--- src/rtl/core/aljce_pkg.sv ---
// shared types, constants and helpers of the chain energy block
`default_nettype none
package aljce_pkg;
	localparam int FracBitsDefault = 16;
	localparam logic [63:0] TermMax = 64'h7FFF_FFFF_FFFF_FFFF;
	localparam logic [63:0] TermMin = 64'h8000_0000_0000_0000;
	localparam logic [31:0] CoefReset = 32'h0001_0000;

	// register addresses (word index)
	localparam logic [1:0] RegA1 = 2'd0;
	localparam logic [1:0] RegB1 = 2'd1;
	localparam logic [1:0] RegA2 = 2'd2;
	localparam logic [1:0] RegB2 = 2'd3;

	// coefficient set handed to the term unit
	typedef struct packed {
		logic signed [31:0] ca;
		logic signed [31:0] cb;
	} coef_pair_t;

	// saturating signed 64-bit add
	function automatic logic [63:0] sat_add(input logic [63:0] x, input logic [63:0] y);
		logic [63:0] s;
		begin
			s = x + y;
			if (!x[63] && !y[63] && s[63]) sat_add = TermMax;
			else if (x[63] && y[63] && !s[63]) sat_add = TermMin;
			else sat_add = s;
		end
	endfunction
endpackage
`default_nettype wire

--- src/rtl/core/aljce_term.sv ---
// one lennard-jones term on a shared serial divider and 32x32 multiplier
`default_nettype none
module aljce_term
	import aljce_pkg::*;
#(
	parameter int FRAC_BITS = FracBitsDefault
) (
	input  wire logic        clk,
	input  wire logic        arst_n,
	input  wire logic        start,
	input  wire logic [32:0] delta,
	input  wire coef_pair_t  coef,
	output logic             done,
	output logic [63:0]      term
);
	localparam int NumW = 33 + FRAC_BITS;

	localparam logic [3:0] St_Idle = 4'd0;
	localparam logic [3:0] St_Div  = 4'd1;
	localparam logic [3:0] St_Mul  = 4'd2;
	localparam logic [3:0] St_Done = 4'd3;

	// product program steps
	localparam logic [2:0] Op_U2  = 3'd0;
	localparam logic [2:0] Op_U3  = 3'd1;
	localparam logic [2:0] Op_S6  = 3'd2;
	localparam logic [2:0] Op_S12 = 3'd3;
	localparam logic [2:0] Op_CA  = 3'd4;
	localparam logic [2:0] Op_CB  = 3'd5;

	logic [3:0]  state_q;
	logic [32:0] mag_q;
	logic [NumW-1:0] rem_q;
	logic [NumW-1:0] quo_q;
	logic [6:0]  cnt_q;
	logic [2:0]  op_q;
	logic [1:0]  part_q;
	logic [63:0] x_q, y_q, t_q, s6_q, pa_q;
	logic [127:0] acc_q;
	logic        lim_q;
	coef_pair_t  coef_q;

	// magnitude of the distance
	logic [32:0] dmag;
	assign dmag = delta[32] ? (~delta + 33'd1) : delta;

	// restoring division step on 2^(32+F) / mag
	logic [NumW:0] trial;
	assign trial = {rem_q, quo_q[NumW-1]} - {{(NumW-32){1'b0}}, mag_q};

	// reciprocal widened to q32.32
	logic [63:0] u_val;
	assign u_val = {{(64-NumW){1'b0}}, quo_q};

	// one 32x32 partial product per cycle
	logic [31:0] xa, yb;
	logic [63:0] pp;
	assign xa = part_q[0] ? x_q[63:32] : x_q[31:0];
	assign yb = part_q[1] ? y_q[63:32] : y_q[31:0];
	assign pp = xa * yb;
	logic [6:0] sh;
	assign sh = {part_q[1] & part_q[0], part_q[1] ^ part_q[0], 5'd0};
	logic [127:0] acc_n;
	assign acc_n = acc_q + ({64'd0, pp} << sh);

	// unsigned q32.32 product, clamped
	logic [63:0] uq;
	assign uq = (acc_n[127:95] != '0) ? TermMax : acc_n[95:32];
	// coefficient scale magnitude, clamped
	logic [63:0] cs;
	assign cs = (acc_n[127:64+FRAC_BITS] != '0 || acc_n[63+FRAC_BITS] == 1'b1)
		? TermMax : acc_n[63+FRAC_BITS:FRAC_BITS];
	logic [31:0] cmag_a, cmag_b;
	assign cmag_a = coef_q.ca[31] ? (~coef_q.ca + 32'd1) : coef_q.ca;
	assign cmag_b = coef_q.cb[31] ? (~coef_q.cb + 32'd1) : coef_q.cb;

	// r-to-zero limit
	logic [63:0] lim_val;
	always_comb begin
		if (coef_q.ca != 0) lim_val = coef_q.ca[31] ? (~TermMax + 64'd1) : TermMax;
		else if (coef_q.cb != 0) lim_val = coef_q.cb[31] ? TermMax : (~TermMax + 64'd1);
		else lim_val = '0;
	end

	assign done = (state_q == St_Done);
	assign term = lim_q ? lim_val : t_q;

	// sequencer
	always_ff @(posedge clk or negedge arst_n) begin
		if (!arst_n) begin
			state_q <= St_Idle;
			cnt_q <= '0;
			op_q <= Op_U2;
			part_q <= '0;
			lim_q <= 1'b0;
		end else begin
			unique case (state_q)
				St_Idle: begin
					if (start) begin
						coef_q <= coef;
						mag_q <= dmag;
						rem_q <= '0;
						quo_q <= {1'b1, {(NumW-1){1'b0}}};
						cnt_q <= 7'(NumW);
						lim_q <= (dmag == '0);
						state_q <= (dmag == '0) ? St_Done : St_Div;
					end
				end
				St_Div: begin
					if (!trial[NumW]) begin
						rem_q <= trial[NumW-1:0];
						quo_q <= {quo_q[NumW-2:0], 1'b1};
					end else begin
						rem_q <= {rem_q[NumW-2:0], quo_q[NumW-1]};
						quo_q <= {quo_q[NumW-2:0], 1'b0};
					end
					cnt_q <= cnt_q - 7'd1;
					if (cnt_q == 7'd1) begin
						state_q <= St_Mul;
						op_q <= Op_U2;
						part_q <= '0;
						acc_q <= '0;
					end
				end
				St_Mul: begin
					if (op_q == Op_U2 && part_q == 2'd0 && acc_q == '0 && cnt_q == 7'd0) begin
						x_q <= u_val;
						y_q <= u_val;
						t_q <= '0;
						cnt_q <= 7'd1;
					end else begin
						acc_q <= acc_n;
						part_q <= part_q + 2'd1;
						if (part_q == 2'd3) begin
							acc_q <= '0;
							unique case (op_q)
								Op_U2: begin
									x_q <= uq; y_q <= u_val; op_q <= Op_U3;
								end
								Op_U3: begin
									x_q <= uq; y_q <= uq; op_q <= Op_S6;
								end
								Op_S6: begin
									s6_q <= uq; x_q <= uq; y_q <= uq; op_q <= Op_S12;
								end
								Op_S12: begin
									if (uq == TermMax) begin
										lim_q <= 1'b1;
										state_q <= St_Done;
									end
									x_q <= {32'd0, cmag_a}; y_q <= uq; op_q <= Op_CA;
								end
								Op_CA: begin
									pa_q <= coef_q.ca[31] ? (~cs + 64'd1) : cs;
									x_q <= {32'd0, cmag_b}; y_q <= s6_q; op_q <= Op_CB;
								end
								default: begin
									t_q <= sat_add(pa_q, coef_q.cb[31] ? cs : (~cs + 64'd1));
									state_q <= St_Done;
								end
							endcase
						end
					end
				end
				default: begin
					state_q <= St_Idle;
					cnt_q <= '0;
					lim_q <= 1'b0;
				end
			endcase
		end
	end
endmodule
`default_nettype wire

--- config.mk ---
export PLATFORM = sky130hd
export DESIGN_NAME = aljce_term
export DESIGN_NICKNAME = d
export VERILOG_FILES = /design/src/rtl/core/aljce_pkg.sv /design/src/rtl/core/aljce_term.sv
export SDC_FILE = /design/constraint.sdc
export NUM_CORES = 2
export LEC_CHECK = 0
export ABC_AREA = 1
export BUFFER_PORTS_ARGS = -buffer_cell sky130_fd_sc_hd__buf_2
export CAP_MARGIN = 25
export CORE_MARGIN = 5
export CORE_UTILIZATION = 60
export DETAILED_ROUTE_END_ITERATION = 16
export PLACE_DENSITY_LB_ADDON = 0.25
export SYNTH_ARGS = -nofsm -noshare
export SYNTH_HDL_FRONTEND = slang
export SYNTH_SLANG_ARGS = --single-unit
--- constraint.sdc ---
create_clock -name clk -period 16.9 [get_ports clk]
set_input_delay 2.535 -clock clk [delete_from_list [all_inputs] [get_ports clk]]
set_output_delay 2.535 -clock clk [all_outputs]
set_load 0.005 [all_outputs]
==> metrics.txt <==
# TYPE chip_impl_metric gauge
chip_impl_metric{name="instances_no_fill",unit=""} 14900
chip_impl_info{name="timing.critical_path.from_type",value="flop"} 1
chip_impl_info{name="min_delay_worst_endpoint",value="cnt_q[1]"} 1
chip_impl_info{name="hold_path_startpoint",value="cnt_q[1]"} 1
chip_impl_metric{name="ant_nets",unit=""} 0
chip_impl_metric{name="period_minus_slack",unit="ns"} 16.60
chip_impl_metric{name="clock_path_buffers",unit=""} 3
chip_impl_metric{name="final.setup_skew",unit="ns"} 0.0433
chip_impl_metric{name="drive_above_1_share",unit="%"} 12.6
chip_impl_metric{name="global_route_wire_length_before_repair",unit="microns"} 533000
chip_impl_metric{name="numnets_final",unit=""} 14400
chip_impl_metric{name="worstPathArrival",unit="ns"} 17.05
chip_impl_info{name="max_stage_delay_cell_worst_path",value="fa_1"} 1
chip_impl_metric{name="timing.hold.worst_path_depth",unit=""} 2
chip_impl_metric{name="drc",unit=""} 0
chip_impl_metric{name="via_per_inst",unit=""} 5.97
chip_impl_metric{name="tightest_slew",unit="ns"} 1.13
chip_impl_metric{name="initial_antenna_violation_count",unit=""} 9
chip_impl_metric{name="first_global_vias",unit=""} 86900
chip_impl_metric{name="routed_wirelength",unit="microns"} 368000
chip_impl_metric{name="top_level_ports",unit=""} 165
chip_impl_metric{name="path_clk_slew",unit="ns"} 0.06
chip_impl_info{name="timing.critical_path.mode_cell",value="nand2_1"} 1
chip_impl_metric{name="std_cell_rows",unit=""} 140
chip_impl_metric{name="post-dp-hpwl",unit="microns"} 302000
chip_impl_info{name="most-common-layout-cells",value="nand2_1, inv_1, nor2_1, fa_1, buf_4"} 1
chip_impl_metric{name="slew-limit-headroom",unit="%"} 23.6
chip_impl_metric{name="avgSynthCellArea",unit="sq um"} 7.23
chip_impl_metric{name="synth.yosys.warnings",unit=""} 0
chip_impl_metric{name="worstSkewPairLatency",unit="ns"} 0.71
chip_impl_metric{name="initialDrtViolationCount",unit=""} 11900
chip_impl_metric{name="place.gp.congestion",unit=""} 1.22
chip_impl_info{name="timing.hold.worst.class",value="reg2reg"} 1
chip_impl_metric{name="netlist_instances",unit=""} 12100
chip_impl_metric{name="worst_slack",unit="ns"} 0.297
chip_impl_metric{name="worst_r2r_path_depth",unit=""} 75
chip_impl_metric{name="finalSetupViolations",unit=""} 0
chip_impl_metric{name="maxCapViolations",unit=""} 0
chip_impl_metric{name="whs",unit="ns"} 0.498
chip_impl_metric{name="area_growth",unit="%"} 13.7
chip_impl_metric{name="fillerInstances",unit=""} 12200
chip_impl_metric{name="required",unit="ns"} 17.34
chip_impl_metric{name="die_y",unit="microns"} 392
chip_impl_metric{name="maxSlewViolCount",unit=""} 0
chip_impl_metric{name="die_area",unit="sq um"} 154000
chip_impl_metric{name="dr.pass1.iters",unit=""} 10
chip_impl_metric{name="cts_inserted_buffers",unit=""} 71
chip_impl_info{name="worstReg2RegStart",value="part_q[1]"} 1
chip_impl_metric{name="slowest_delay",unit="ns"} 0.59
chip_impl_metric{name="worstPathBufferInverterCount",unit=""} 14
chip_impl_metric{name="finalHoldViolations",unit=""} 0
chip_impl_metric{name="post_synth_instance_area",unit="sq um"} 87600
chip_impl_metric{name="place.detailed.instances",unit=""} 14700
chip_impl_metric{name="synth-edff-count",unit=""} 643
chip_impl_metric{name="fraction_of_synthesis_flops_using_an_asynchronous_set_or_reset_pin",unit="%"} 2.28
chip_impl_metric{name="globalRoute.totalOverflow",unit=""} 0
chip_impl_metric{name="fp.coreArea",unit="sq um"} 145000
chip_impl_info{name="tritoncts_clock_tree",value="built"} 1
chip_impl_metric{name="crit_path_max_fanout",unit=""} 31
chip_impl_metric{name="ys_ff_latch",unit=""} 658
chip_impl_metric{name="grt_use_total",unit="%"} 47.0
chip_impl_metric{name="grt_start_max_net_pins",unit=""} 96
chip_impl_info{name="worstSetupPathType",value="reg2reg"} 1
chip_impl_metric{name="ff2ff_setup_slack",unit="ns"} 0.30
chip_impl_info{name="status",value="completed"} 1
chip_impl_metric{name="initial_core_util",unit="%"} 60.3
chip_impl_metric{name="route.vias.total",unit=""} 88900
chip_impl_metric{name="routed_length_per_instance",unit="microns"} 24.7
chip_impl_metric{name="library_cells_used_by_synthesis",unit=""} 68
chip_impl_info{name="crit-reg2reg-capture",value="t_q[53]"} 1
chip_impl_metric{name="floorplan.die.width",unit="microns"} 392
chip_impl_metric{name="cts-htree-levels",unit=""} 3
chip_impl_metric{name="port_buffers",unit=""} 164
chip_impl_metric{name="synth.yosys.seq_area_share",unit="%"} 22.5
chip_impl_info{name="clockRootBuffer",value="clkbuf_16"} 1
chip_impl_metric{name="clock-sinks",unit=""} 658
chip_impl_info{name="dominantRegCellSynth",value="edfxtp_1"} 1
chip_impl_metric{name="dp_slack",unit="ns"} -0.133
chip_impl_metric{name="fmax",unit="MHz"} 60.2
chip_impl_metric{name="layout_worst_path_cycle_share",unit="%"} 98.2
chip_impl_info{name="dominant_delay_contributor_by_cell_family_on_the_critical_path",value="adder cells"} 1
chip_impl_info{name="final_common_cell",value="nand2_1"} 1
chip_impl_info{name="crit_end_category",value="flop"} 1
-- synth_stat cells (all sizes together), types with 2 or more instances --
master	number	area (sq um)
and3	5	31.3
nand4	114	1020
or2	79	494
xnor2	139	1220
clkinv	31	116
o41ai	2	17.5
and2	7	45.1
nor3	91	490
mux2i	2	20.0
o221ai	7	61.3
buf	49	314
a31o	9	78.8
a211oi	17	128
nor3b	2	15.0
o21a	27	203
ha	504	6310
nand2	3101	11700
a22oi	50	375
o31ai	10	75.1
o32ai	3	26.3
o21ai	582	2910
dfrtp	15	375
o211ai	35	263
a21boi	11	82.6
fa	899	18000
inv	2435	9140
or4	5	37.5
a21oi	465	2330
o311ai	2	17.5
a311oi	3	26.3
clkbuf	304	1140
a31oi	49	307
a21o	8	60.1
o21bai	9	67.6
nand3b	16	120
a2111oi	3	26.3
nand3	380	1960
xor2	119	1040
a221oi	3	26.3
nor2	1784	7000
o22ai	28	175
edfxtp	643	19300
nor4	61	407
-- per-stage QoR --
stage,area (sq um),utilization [%],TNS [ns]
6_report,99600,68.5,0
3_5_place_dp,96200,66.2,-5.47
5_1_grt,99600,68.5,-10.73
4_1_cts,98700,67.9,0
3_3_place_gp,96100,66.1,0
2_1_floorplan,87600,-,0
-- final cells by class --
type / count / area, sq um / share of cell area, %
Clock buffer: 85 / 1860 / 1.87
Inverter: 2466 / 9330 / 9.37
Multi-Input combinational cell: 8640 / 57900 / 58.1
Clock inverter: 44 / 502 / 0.504
Timing Repair Buffer: 1069 / 7950 / 7.98
Antenna cell: 10 / 25.0 / 0.0251
Sequential cell: 658 / 19700 / 19.8
Timing Repair inverter: 1 / 7.51 / 0.00754
Tap cell: 1917 / 2400 / 2.41
-- metal layers --
metal  up-vias  GRT usage (%)  wire (microns)
li1      39000              -               -
met1     41600           54.2          122000
met2      6467           72.4          159000
met3      1843           14.8           47500
met4         6           37.6           38500
met5         -              0              39
-- how the worst max path moves through the flow --
| stage | cells past startpoint | end | start | slack (ns) |
|---|---|---|---|---|
| 3_5_place_dp | 79 | t_q[52] | part_q[0] | -0.13 |
| 3_3_place_gp | 76 | t_q[6] | part_q[1] | 0.08 |
| 2_1_floorplan | 80 | t_q[53] | part_q[0] | 1.89 |
| 5_1_grt | 75 | t_q[57] | part_q[0] | -0.19 |
| 6_report | 75 | t_q[53] | part_q[1] | 0.30 |
| 4_1_cts | 80 | t_q[50] | part_q[1] | 0.02 |
-- what timing repair did --
action / CTS / global route
pin swaps: 0 / 11
buffers inserted: 4 / 42
hold buffers: 0 / 0
cloned: 0 / 3
endpoints found under the setup margin: 63 / 64
resized for setup: 5 / 135
-- cells by family (layout without fill, tap and decap cells) --
kind of cell	after synthesis	after routing	share of synthesized area (%)
simple gates	5646	5646	26.6
buf+inv	2819	3665	12.2
fa+ha+maj	1403	1403	27.7
compound gates	1328	1328	8.33
flops	658	658	22.5
xor+xnor	258	258	2.58
mux	3	3	0.0357
other cells	1	12	0.00428
-- sequential cells by signal, summed over array words and instances (netlist names) --
register / flops
acc_q: 128
coef_q: 64
pa_q: 64
s6_q: 64
t_q: 64
x_q: 64
y_q: 64
quo_q: 49
rem_q: 49
mag_q: 33
cnt_q: 7
op_q: 3
part_q: 2
state_q: 2
lim_q: 1
-- tightest hold or removal path: stages (launching register included) --
cell and delay, ns:
dfrtp_1 0.34, nand2_1 0.06, o31ai_1 0.06
Power is not shown: default switching activity piles up to over one toggle a cycle in this logic, so the estimate is an artifact.
